`src/sv/tlc_pkg.sv`:
```
package tlc_pkg;

  localparam int unsigned ValW     = 32;
  localparam int unsigned DurW     = 16;
  localparam int unsigned CntW     = 15;
  localparam int unsigned ProdW    = 48;
  localparam int unsigned DivSteps = ProdW / 2;
  localparam int unsigned StepW    = $clog2(DivSteps);
  localparam int unsigned CmdW     = 3;
  localparam int unsigned CfgIdxW  = 3;

  typedef enum logic [CmdW-1:0] {
    CMD_TICK,
    CMD_PLAY,
    CMD_PAUSE,
    CMD_REVERSE,
    CMD_STOP,
    CMD_SKIP
  } cmd_e;

  typedef enum logic [1:0] {
    RS_STOP,
    RS_PLAY,
    RS_PAUSE,
    RS_REV
  } run_state_e;

  typedef enum logic [1:0] {
    EV_NONE,
    EV_LOOP,
    EV_FINISH
  } event_e;

  typedef enum logic [CfgIdxW-1:0] {
    CFG_START,
    CFG_END,
    CFG_DUR,
    CFG_LIMIT,
    CFG_LOOP_MODE,
    CFG_FINISH_MODE
  } cfg_idx_e;

  typedef enum logic [2:0] {
    CS_IDLE,
    CS_MUL,
    CS_DIV,
    CS_SUM,
    CS_WB
  } ctrl_state_e;

  typedef struct packed {
    logic load;
    logic mul;
    logic div;
    logic sum;
    logic commit;
  } dp_cmd_t;

  typedef struct packed {
    logic div_last;
  } dp_status_t;

endpackage

```
`src/sv/tlc_ctrl.sv`:
```
module tlc_ctrl (
  input  logic               clk_i,
  input  logic               rst_ni,
  input  logic               in_valid_i,
  output logic               in_ready_o,
  output logic               out_valid_o,
  input  logic               out_ready_i,
  input  tlc_pkg::dp_status_t status_i,
  output tlc_pkg::dp_cmd_t    cmd_o
);
  import tlc_pkg::*;

  ctrl_state_e state_q, state_d;
  logic        out_valid_q, out_valid_d;
  logic        out_free;

  assign out_free = !out_valid_q || out_ready_i;

  always_comb begin
    state_d = state_q;
    unique case (state_q)
      CS_IDLE: if (in_valid_i) state_d = CS_MUL;
      CS_MUL:  state_d = CS_DIV;
      CS_DIV:  if (status_i.div_last) state_d = CS_SUM;
      CS_SUM:  state_d = CS_WB;
      CS_WB:   if (out_free) state_d = CS_IDLE;
      default: state_d = CS_IDLE;
    endcase
  end

  always_comb begin
    in_ready_o    = (state_q == CS_IDLE);
    cmd_o.load    = in_valid_i && (state_q == CS_IDLE);
    cmd_o.mul     = (state_q == CS_MUL);
    cmd_o.div     = (state_q == CS_DIV);
    cmd_o.sum     = (state_q == CS_SUM);
    cmd_o.commit  = (state_q == CS_WB) && out_free;
  end

  // hold the result beat until the sink takes it
  always_comb begin
    out_valid_d = out_valid_q;
    if (cmd_o.commit) begin
      out_valid_d = 1'b1;
    end else if (out_ready_i) begin
      out_valid_d = 1'b0;
    end
  end

  assign out_valid_o = out_valid_q;

  always_ff @(posedge clk_i or negedge rst_ni) begin
    if (!rst_ni) begin
      state_q     <= CS_IDLE;
      out_valid_q <= 1'b0;
    end else begin
      state_q     <= state_d;
      out_valid_q <= out_valid_d;
    end
  end

endmodule

```
`src/sv/tlc_datapath.sv`:
```
module tlc_datapath (
  input  logic                         clk_i,
  input  logic                         rst_ni,
  input  logic                         cfg_we_i,
  input  logic [tlc_pkg::CfgIdxW-1:0]  cfg_idx_i,
  input  logic [tlc_pkg::ValW-1:0]     cfg_data_i,
  input  tlc_pkg::dp_cmd_t             cmd_i,
  output tlc_pkg::dp_status_t          status_o,
  input  logic [tlc_pkg::CmdW-1:0]     in_cmd_i,
  input  logic [tlc_pkg::DurW-1:0]     in_elapsed_i,
  output logic [tlc_pkg::ValW-1:0]     value_o,
  output logic [tlc_pkg::ValW-1:0]     offset_o,
  output logic [1:0]                   run_state_o,
  output logic [1:0]                   prior_state_o,
  output logic [1:0]                   event_o,
  output logic [tlc_pkg::CntW-1:0]     passes_o
);
  import tlc_pkg::*;

  // configuration
  logic [ValW-1:0] start_q, end_q;
  logic [DurW-1:0] dur_q, lim_q;
  logic            loop_mode_q, finish_mode_q;

  // ramp state
  logic [DurW-1:0] pos_q;
  logic [ValW-1:0] level_q;
  run_state_e      mode_q, prior_q;
  logic [CntW-1:0] pass_q;

  // per-item work registers
  logic [CmdW-1:0]  cmd_q;
  logic [DurW-1:0]  tgt_q;
  logic [ProdW-1:0] nq_q;
  logic [DurW-1:0]  rem_q;
  logic             neg_q;
  logic [StepW-1:0] step_q;
  logic [ValW-1:0]  nv_q;

  // result registers
  logic [ValW-1:0] res_val_q, res_off_q;
  logic [1:0]      res_rs_q, res_ps_q, res_ev_q;
  logic [CntW-1:0] res_pass_q;

  logic [DurW-1:0] eff_dur, pos_clamp, tgt_d;
  logic [DurW:0]   pos_sum, eff17;
  logic [ValW:0]   diff, diff_abs;
  logic [ProdW-1:0] prod;
  logic [DurW:0]   r1, r1s, r2, r2s;
  logic            q1, q2;
  logic [ValW-1:0] quot;

  assign eff_dur   = (dur_q == '0) ? DurW'(1) : dur_q;
  assign eff17     = {1'b0, eff_dur};
  assign pos_clamp = (pos_q > eff_dur) ? eff_dur : pos_q;
  assign pos_sum   = {1'b0, pos_clamp} + {1'b0, in_elapsed_i};

  always_comb begin
    unique case (cmd_e'(in_cmd_i))
      CMD_TICK: begin
        if (mode_q == RS_PLAY) begin
          tgt_d = (pos_sum > eff17) ? eff_dur : pos_sum[DurW-1:0];
        end else begin
          tgt_d = (in_elapsed_i >= pos_clamp) ? '0 : pos_clamp - in_elapsed_i;
        end
      end
      CMD_SKIP: tgt_d = (in_elapsed_i > eff_dur) ? eff_dur : in_elapsed_i;
      default:  tgt_d = pos_clamp;
    endcase
  end

  assign diff     = {end_q[ValW-1], end_q} - {start_q[ValW-1], start_q};
  assign diff_abs = diff[ValW] ? (~diff + (ValW+1)'(1)) : diff;
  assign prod     = {{(ProdW-ValW){1'b0}}, diff_abs[ValW-1:0]}
                  * {{(ProdW-DurW){1'b0}}, tgt_q};

  // two restoring divide steps per cycle
  always_comb begin
    r1  = {rem_q, nq_q[ProdW-1]};
    q1  = (r1 >= eff17);
    r1s = q1 ? (r1 - eff17) : r1;
    r2  = {r1s[DurW-1:0], nq_q[ProdW-2]};
    q2  = (r2 >= eff17);
    r2s = q2 ? (r2 - eff17) : r2;
  end

  assign status_o.div_last = (step_q == StepW'(DivSteps - 1));
  assign quot = nq_q[ValW-1:0];

  // commit of one step
  logic [DurW-1:0] pos_n;
  logic [ValW-1:0] lvl_n, chg_n, loop_lvl;
  run_state_e      mode_n, prior_n;
  logic [CntW-1:0] pass_n;
  event_e          ev_n;
  logic            fin;
  logic [CntW:0]   pass_inc;

  always_comb begin
    pos_n    = pos_clamp;
    lvl_n    = level_q;
    chg_n    = '0;
    mode_n   = mode_q;
    prior_n  = prior_q;
    pass_n   = pass_q;
    ev_n     = EV_NONE;
    fin      = (mode_q == RS_PLAY) ? (tgt_q == eff_dur) : (tgt_q == '0);
    pass_inc = {1'b0, pass_q} + (CntW+1)'(1);
    loop_lvl = (mode_q == RS_PLAY) ? start_q : end_q;
    unique case (cmd_e'(cmd_q))
      CMD_TICK: begin
        if (mode_q == RS_PLAY || mode_q == RS_REV) begin
          lvl_n = nv_q;
          chg_n = nv_q - level_q;
          pos_n = tgt_q;
          if (fin) begin
            pass_n = pass_inc[CntW] ? {CntW{1'b1}} : pass_inc[CntW-1:0];
            if (lim_q[DurW-1] || (pass_inc <= {1'b0, lim_q[CntW-1:0]})) begin
              ev_n = EV_LOOP;
              if (!loop_mode_q) begin
                lvl_n = loop_lvl;
                chg_n = loop_lvl - nv_q;
                pos_n = (mode_q == RS_PLAY) ? '0 : eff_dur;
              end else begin
                prior_n = mode_q;
                mode_n  = (mode_q == RS_PLAY) ? RS_REV : RS_PLAY;
              end
            end else begin
              ev_n    = EV_FINISH;
              prior_n = mode_q;
              mode_n  = RS_STOP;
              pass_n  = '0;
              if (finish_mode_q) begin
                lvl_n = start_q;
                chg_n = start_q - nv_q;
                pos_n = '0;
              end
            end
          end
        end
      end
      CMD_PLAY: begin
        if (mode_q != RS_PLAY) begin
          prior_n = mode_q;
          mode_n  = RS_PLAY;
        end
      end
      CMD_PAUSE: begin
        if (mode_q != RS_PAUSE) begin
          prior_n = mode_q;
          mode_n  = RS_PAUSE;
        end
      end
      CMD_REVERSE: begin
        if (mode_q != RS_REV) begin
          prior_n = mode_q;
          mode_n  = RS_REV;
        end
      end
      CMD_STOP: begin
        if (mode_q != RS_STOP) begin
          prior_n = mode_q;
          mode_n  = RS_STOP;
        end
        pass_n = '0;
        if (finish_mode_q) begin
          lvl_n = start_q;
          chg_n = start_q - level_q;
          pos_n = '0;
        end
      end
      CMD_SKIP: begin
        lvl_n = nv_q;
        chg_n = nv_q - level_q;
        pos_n = tgt_q;
      end
      default: ;
    endcase
  end

  always_ff @(posedge clk_i or negedge rst_ni) begin
    if (!rst_ni) begin
      start_q       <= '0;
      end_q         <= '0;
      dur_q         <= DurW'(1);
      lim_q         <= DurW'(1);
      loop_mode_q   <= 1'b0;
      finish_mode_q <= 1'b0;
    end else if (cfg_we_i) begin
      unique case (cfg_idx_e'(cfg_idx_i))
        CFG_START:       start_q       <= cfg_data_i;
        CFG_END:         end_q         <= cfg_data_i;
        CFG_DUR:         dur_q         <= cfg_data_i[DurW-1:0];
        CFG_LIMIT:       lim_q         <= cfg_data_i[DurW-1:0];
        CFG_LOOP_MODE:   loop_mode_q   <= cfg_data_i[0];
        CFG_FINISH_MODE: finish_mode_q <= cfg_data_i[0];
        default: ;
      endcase
    end
  end

  always_ff @(posedge clk_i or negedge rst_ni) begin
    if (!rst_ni) begin
      pos_q   <= '0;
      level_q <= '0;
      mode_q  <= RS_STOP;
      prior_q <= RS_STOP;
      pass_q  <= '0;
      step_q  <= '0;
    end else begin
      if (cmd_i.mul) begin
        step_q <= '0;
      end else if (cmd_i.div) begin
        step_q <= step_q + StepW'(1);
      end
      if (cmd_i.commit) begin
        pos_q   <= pos_n;
        level_q <= lvl_n;
        mode_q  <= mode_n;
        prior_q <= prior_n;
        pass_q  <= pass_n;
      end
    end
  end

  always_ff @(posedge clk_i) begin
    if (cmd_i.load) begin
      cmd_q <= in_cmd_i;
      tgt_q <= tgt_d;
    end
    if (cmd_i.mul) begin
      nq_q  <= prod;
      neg_q <= diff[ValW];
      rem_q <= '0;
    end else if (cmd_i.div) begin
      nq_q  <= {nq_q[ProdW-3:0], q1, q2};
      rem_q <= r2s[DurW-1:0];
    end
    if (cmd_i.sum) begin
      nv_q <= start_q + (neg_q ? (~quot + ValW'(1)) : quot);
    end
    if (cmd_i.commit) begin
      res_val_q  <= lvl_n;
      res_off_q  <= chg_n;
      res_rs_q   <= mode_n;
      res_ps_q   <= prior_n;
      res_ev_q   <= ev_n;
      res_pass_q <= pass_n;
    end
  end

  assign value_o       = res_val_q;
  assign offset_o      = res_off_q;
  assign run_state_o   = res_rs_q;
  assign prior_state_o = res_ps_q;
  assign event_o       = res_ev_q;
  assign passes_o      = res_pass_q;

endmodule

```
`src/sv/tween_loop_controller_core.sv`:
```
// Linear Q16.16 value ramp with repeat or ping-pong looping. Each input beat
// carries a command in tuser (tick, play, pause, reverse, stop, skip) and a
// time in tdata; every beat yields exactly one result beat with the value, the
// change made in that step, the run state, the prior state, a loop/finish
// event and the saturating pass count. After its input beat is accepted, an
// item passes through the 32x16 multiply, the divider that retires two
// quotient bits per cycle, forming of the new value and its commit; the block
// takes a new item only once it is through with the last one. The next item
// is taken right after the commit, even while the previous result still
// waits in the output register; a result that is still waiting holds the
// next commit and so the input. Write configuration only while idle.
module tween_loop_controller_core (
  input  logic                        clk_i,
  input  logic                        rst_ni,
  input  logic                        cfg_we_i,
  input  logic [tlc_pkg::CfgIdxW-1:0] cfg_idx_i,
  input  logic [tlc_pkg::ValW-1:0]    cfg_data_i,
  input  logic                        s_axis_tvalid,
  output logic                        s_axis_tready,
  input  logic [15:0]                 s_axis_tdata,  // elapsed[15:0]
  input  logic [2:0]                  s_axis_tuser,  // command[2:0]
  output logic                        m_axis_tvalid,
  input  logic                        m_axis_tready,
  // value[31:0], offset[63:32], run_state[65:64], prior_state[67:66],
  // event_res[69:68], passes_done[84:70], zero[87:85]
  output logic [87:0]                 m_axis_tdata
);
  import tlc_pkg::*;

  dp_cmd_t         dp_cmd;
  dp_status_t      dp_status;
  logic [ValW-1:0] value, offset;
  logic [1:0]      run_state, prior_state, event_res;
  logic [CntW-1:0] passes_done;

  tlc_ctrl u_ctrl (
    .clk_i       (clk_i),
    .rst_ni      (rst_ni),
    .in_valid_i  (s_axis_tvalid),
    .in_ready_o  (s_axis_tready),
    .out_valid_o (m_axis_tvalid),
    .out_ready_i (m_axis_tready),
    .status_i    (dp_status),
    .cmd_o       (dp_cmd)
  );

  tlc_datapath u_dp (
    .clk_i         (clk_i),
    .rst_ni        (rst_ni),
    .cfg_we_i      (cfg_we_i),
    .cfg_idx_i     (cfg_idx_i),
    .cfg_data_i    (cfg_data_i),
    .cmd_i         (dp_cmd),
    .status_o      (dp_status),
    .in_cmd_i      (s_axis_tuser),
    .in_elapsed_i  (s_axis_tdata),
    .value_o       (value),
    .offset_o      (offset),
    .run_state_o   (run_state),
    .prior_state_o (prior_state),
    .event_o       (event_res),
    .passes_o      (passes_done)
  );

  assign m_axis_tdata = {3'b000, passes_done, event_res, prior_state, run_state,
                         offset, value};

endmodule

```
`config.mk`:
```
export PLATFORM = sky130hd
export DESIGN_NAME = tween_loop_controller_core
export DESIGN_NICKNAME = d
export VERILOG_FILES = /design/src/sv/tlc_pkg.sv /design/src/sv/tlc_ctrl.sv /design/src/sv/tlc_datapath.sv /design/src/sv/tween_loop_controller_core.sv
export SDC_FILE = /design/constraint.sdc
export NUM_CORES = 2
export LEC_CHECK = 0
export ABC_AREA = 1
export BUFFER_PORTS_ARGS = -buffer_cell sky130_fd_sc_hd__buf_2
export CAP_MARGIN = 5
export CORE_MARGIN = 2
export CORE_UTILIZATION = 45
export CTS_BUF_LIST = sky130_fd_sc_hd__clkbuf_8 sky130_fd_sc_hd__clkbuf_16
export CTS_CLUSTER_DIAMETER = 100
export DETAILED_ROUTE_END_ITERATION = 12
export SETUP_SLACK_MARGIN = 0.1
export SLEW_MARGIN = 25
export SYNTH_ARGS = -nofsm -noshare
export SYNTH_HDL_FRONTEND = slang
export SYNTH_HIERARCHICAL = 1
export SYNTH_SLANG_ARGS = --single-unit
export TNS_END_PERCENT = 10
```
`constraint.sdc`:
```
create_clock -name clk_i -period 9.52 [get_ports clk_i]
set_input_delay 1.904 -clock clk_i [delete_from_list [all_inputs] [get_ports clk_i]]
set_output_delay 1.904 -clock clk_i [all_outputs]
set_load 0.005 [all_outputs]
```
==> impl_metrics.toml <==
[grt]
gr-max-usage-layer = "met2"
grt_pass1_vias = 54860
use_met3_pct = 8.165
global_route.usage.met1_pct = 51.80
grt_max_degree = 90
grt_use_met2_pct = 62.70
grt-ovfl-total = 0
grt_pass1_wl_mm = 374.2
antenna_found_initial = 21
grt_use_total_pct = 40.60

[cells_and_area]
n_fill_cell = 12560
layout-drive-gt1-share_pct = 7.451
fin_nets = 9138
regArea_um2 = 10230
final_common_cell = "nand2_1"
area_delta_synth_final_pct = 8.894
stdcell_area_um2 = 60280
fin_util_pct = 49.46
multi_input_area_um2 = 39250
final_cell_mix = "nand2_1 (2,107), inv_1 (1,241), nor2_1 (696)"

[clocking]
cts.sinks = 375
insertion_delay_ps = 680
path_clk_slew_ps = 60
post_cts_buffers = 0
cts_root_buf = "clkbuf_16"
cts_inserted_buffers = 49
cts_tree = "yes"
cts_buffer_depth = 3
htreeDepth = 2

[floorplanning]
num_io_pins = 149
std_cell_rows = 128
fp.dieW_um = 354.7
die_area_um2 = 125800
initial_core_util_pct = 45.42
die_h_um = 354.7
core_um2 = 121900

[placement]
dp_hpwl_mm = 211.8
numPortBuffers = 145
gp_congestion = 1.051
placed_cell_area_um2 = 58500
dp_slack_ps = 302.8

[synth]
postSynth.asyncResetShare_pct = 46.40
synth_edf_count = 185
synth-seq-cells = 375
netlist_instances = 8096
synth_cell_types = 72
netlist_area_um2 = 55360
ys_seq_area_share_pct = 18.48
synth.avg_cell_area_um2 = 6.838
ys_warn_count = 6
synth_flop_cell = "edfxtp_1"

[critical_path]
crit_type = "register to register"
critPathMaxStageDelay_ps = 560
slowest_stage = "fa_1"
required_ps = 9920
worstPathArrival_ps = 9550
reg2reg_depth = 35
path_max_fanout = 6
rrSetupSlack_ps = 370
worstSetupStartpointType = "register"
critPathCaptureType = "register"
r2r_start = "u_dp/start_q[6]"
r2r-end = "u_dp/nq_q[46]"

[routing]
viasPerCell = 5.818
drtAntennaViolNets = 0
drc = 0
dr.pass1.iters = 7
wire_per_inst_um = 26.26
via_count = 57550
drt_iter0_drc = 7136
finalWirelength_mm = 259.7

[sta]
setup_viol = 0
fmax_mhz = 109.3
hold_violations = 0
slew_headroom_pct = 16.98
rsz0062_at_grt = "true"
fin_skew_ps = 29.97
drv_slew = 0
finalSetupTns_ps = 0
fin_crit_ps = 9147
worstMarginPinSlew_ps = 1232
post-route-period-util_pct = 96.08
fin_ws_ps = 373.4

[hold_path]
hp-start = "u_dp/rem_q[7]"
hold_depth = 2
min_to = "u_dp/rem_q[7]"
hp-class = "register to register"

[run_status]
status = "finished, final reports clean"

[job]
cap_violations = 0
-- flip-flops by register name, summed over array words and instances (netlist names), 2 cells and up --
name / flops
u_dp/run_state_o: 2
u_dp/mode_q: 2
u_dp/prior_state_o: 2
u_dp/offset_o: 32
u_dp/value_o: 32
u_dp/nq_q: 48
u_dp/pos_q: 16
u_dp/pass_q: 15
u_dp/level_q: 32
u_dp/dur_q: 16
u_dp/event_o: 2
u_dp/start_q: 32
u_dp/rem_q: 16
u_ctrl/state_q: 3
u_dp/end_q: 32
u_dp/step_q: 5
u_dp/cmd_q: 3
u_dp/nv_q: 32
u_dp/lim_q: 16
u_dp/prior_q: 2
u_dp/tgt_q: 16
u_dp/passes_o: 15
-- stage by stage --
step | hold slack, ps | std cells
6_report | 472.7 | 9892
5_1_grt | 484.5 | 9881
4_1_cts | 474.8 | 9879
3_5_place_dp | 463.9 | 9787
3_3_place_gp | 461.8 | 9786
2_1_floorplan | 444.1 | 8098
-- critical path, delay by kind of cell (launching register included) --
family	cells	cell delay [ps]
buffers and inverters	7	460
adder cells (fa/ha/maj)	8	3990
AO/OA/AOI/OAI	1	90
AND/OR/NAND/NOR	18	3560
XOR/XNOR	1	260
flip-flops	1	530
-- synthesized netlist by cell type, types with 15 or more instances --
| library cell | number | area share, % |
|---|---|---|
| a21boi_0 | 19 | 0.26 |
| a21o_1 | 21 | 0.28 |
| a21oi_1 | 508 | 4.6 |
| a22oi_1 | 34 | 0.46 |
| a31oi_1 | 43 | 0.49 |
| buf_1 | 24 | 0.16 |
| buf_2 | 39 | 0.35 |
| buf_4 | 15 | 0.20 |
| clkbuf_1 | 191 | 1.3 |
| dfrtp_1 | 172 | 7.8 |
| dfxtp_1 | 16 | 0.58 |
| edfxtp_1 | 185 | 10 |
| fa_1 | 428 | 15 |
| ha_1 | 438 | 9.9 |
| inv_1 | 1239 | 8.4 |
| inv_2 | 29 | 0.20 |
| nand2_1 | 2114 | 14 |
| nand2_2 | 40 | 0.45 |
| nand3_1 | 521 | 4.7 |
| nand4_1 | 85 | 0.96 |
| nor2_1 | 702 | 4.8 |
| nor2_2 | 25 | 0.28 |
| nor3_1 | 82 | 0.74 |
| nor4_1 | 18 | 0.20 |
| o211ai_1 | 22 | 0.30 |
| o21a_1 | 18 | 0.24 |
| o21ai_0 | 586 | 5.3 |
| o21ai_1 | 19 | 0.17 |
| o21bai_1 | 59 | 0.80 |
| o22ai_1 | 16 | 0.18 |
| or2_2 | 34 | 0.38 |
| xnor2_1 | 89 | 1.4 |
| xor2_1 | 125 | 2.0 |
-- timing repair --
item                                    in CTS  in global routing
endpoints found under the setup margin       0                 21
resized for setup                            0                  9
hold buffers                                 0                  0
-- layer usage --
metal	part of all wire (%)	vias to the layer above
met5	0.052	-
met3	9.5	784
met1	39	27380
met4	7.9	16
met2	43	3131
li1	-	26240
-- cell type report --
cell class,count,area share (%)
Clock inverter,40,0.7140
Antenna cell,13,0.05396
Multi-Input combinational cell,6169,65.11
Inverter,1280,7.987
Clock buffer,52,2.121
Sequential cell,375,16.98
Tap cell,1625,3.373
Timing Repair Buffer,338,3.661
-- cell families after synthesis --
logic type / count (synthesis) / share of synthesized area [%]
other: 1 / 0.006774
AO/OA/AOI/OAI: 1396 / 13.84
buffers and inverters: 1554 / 10.80
adder cells (fa/ha/maj): 866 / 25.38
XOR/XNOR: 220 / 3.603
AND/OR/NAND/NOR: 3684 / 27.90
flip-flops: 375 / 18.48
-- how the worst max path moves through the flow --
stage | start | endpoint | slack (ps)
2_1_floorplan | u_dp/start_q[0] | u_dp/nq_q[41] | 1750
3_3_place_gp | u_dp/start_q[0] | u_dp/nq_q[45] | 400
3_5_place_dp | u_dp/end_q[0] | u_dp/nq_q[45] | 300
4_1_cts | u_dp/start_q[5] | u_dp/nq_q[45] | 300
5_1_grt | u_dp/start_q[6] | u_dp/nq_q[39] | 10
6_report | u_dp/start_q[6] | u_dp/nq_q[46] | 370
Power is left out: the tool's default activity adds up to more than one toggle a clock period on the data nets, which glitch-free logic cannot reach.
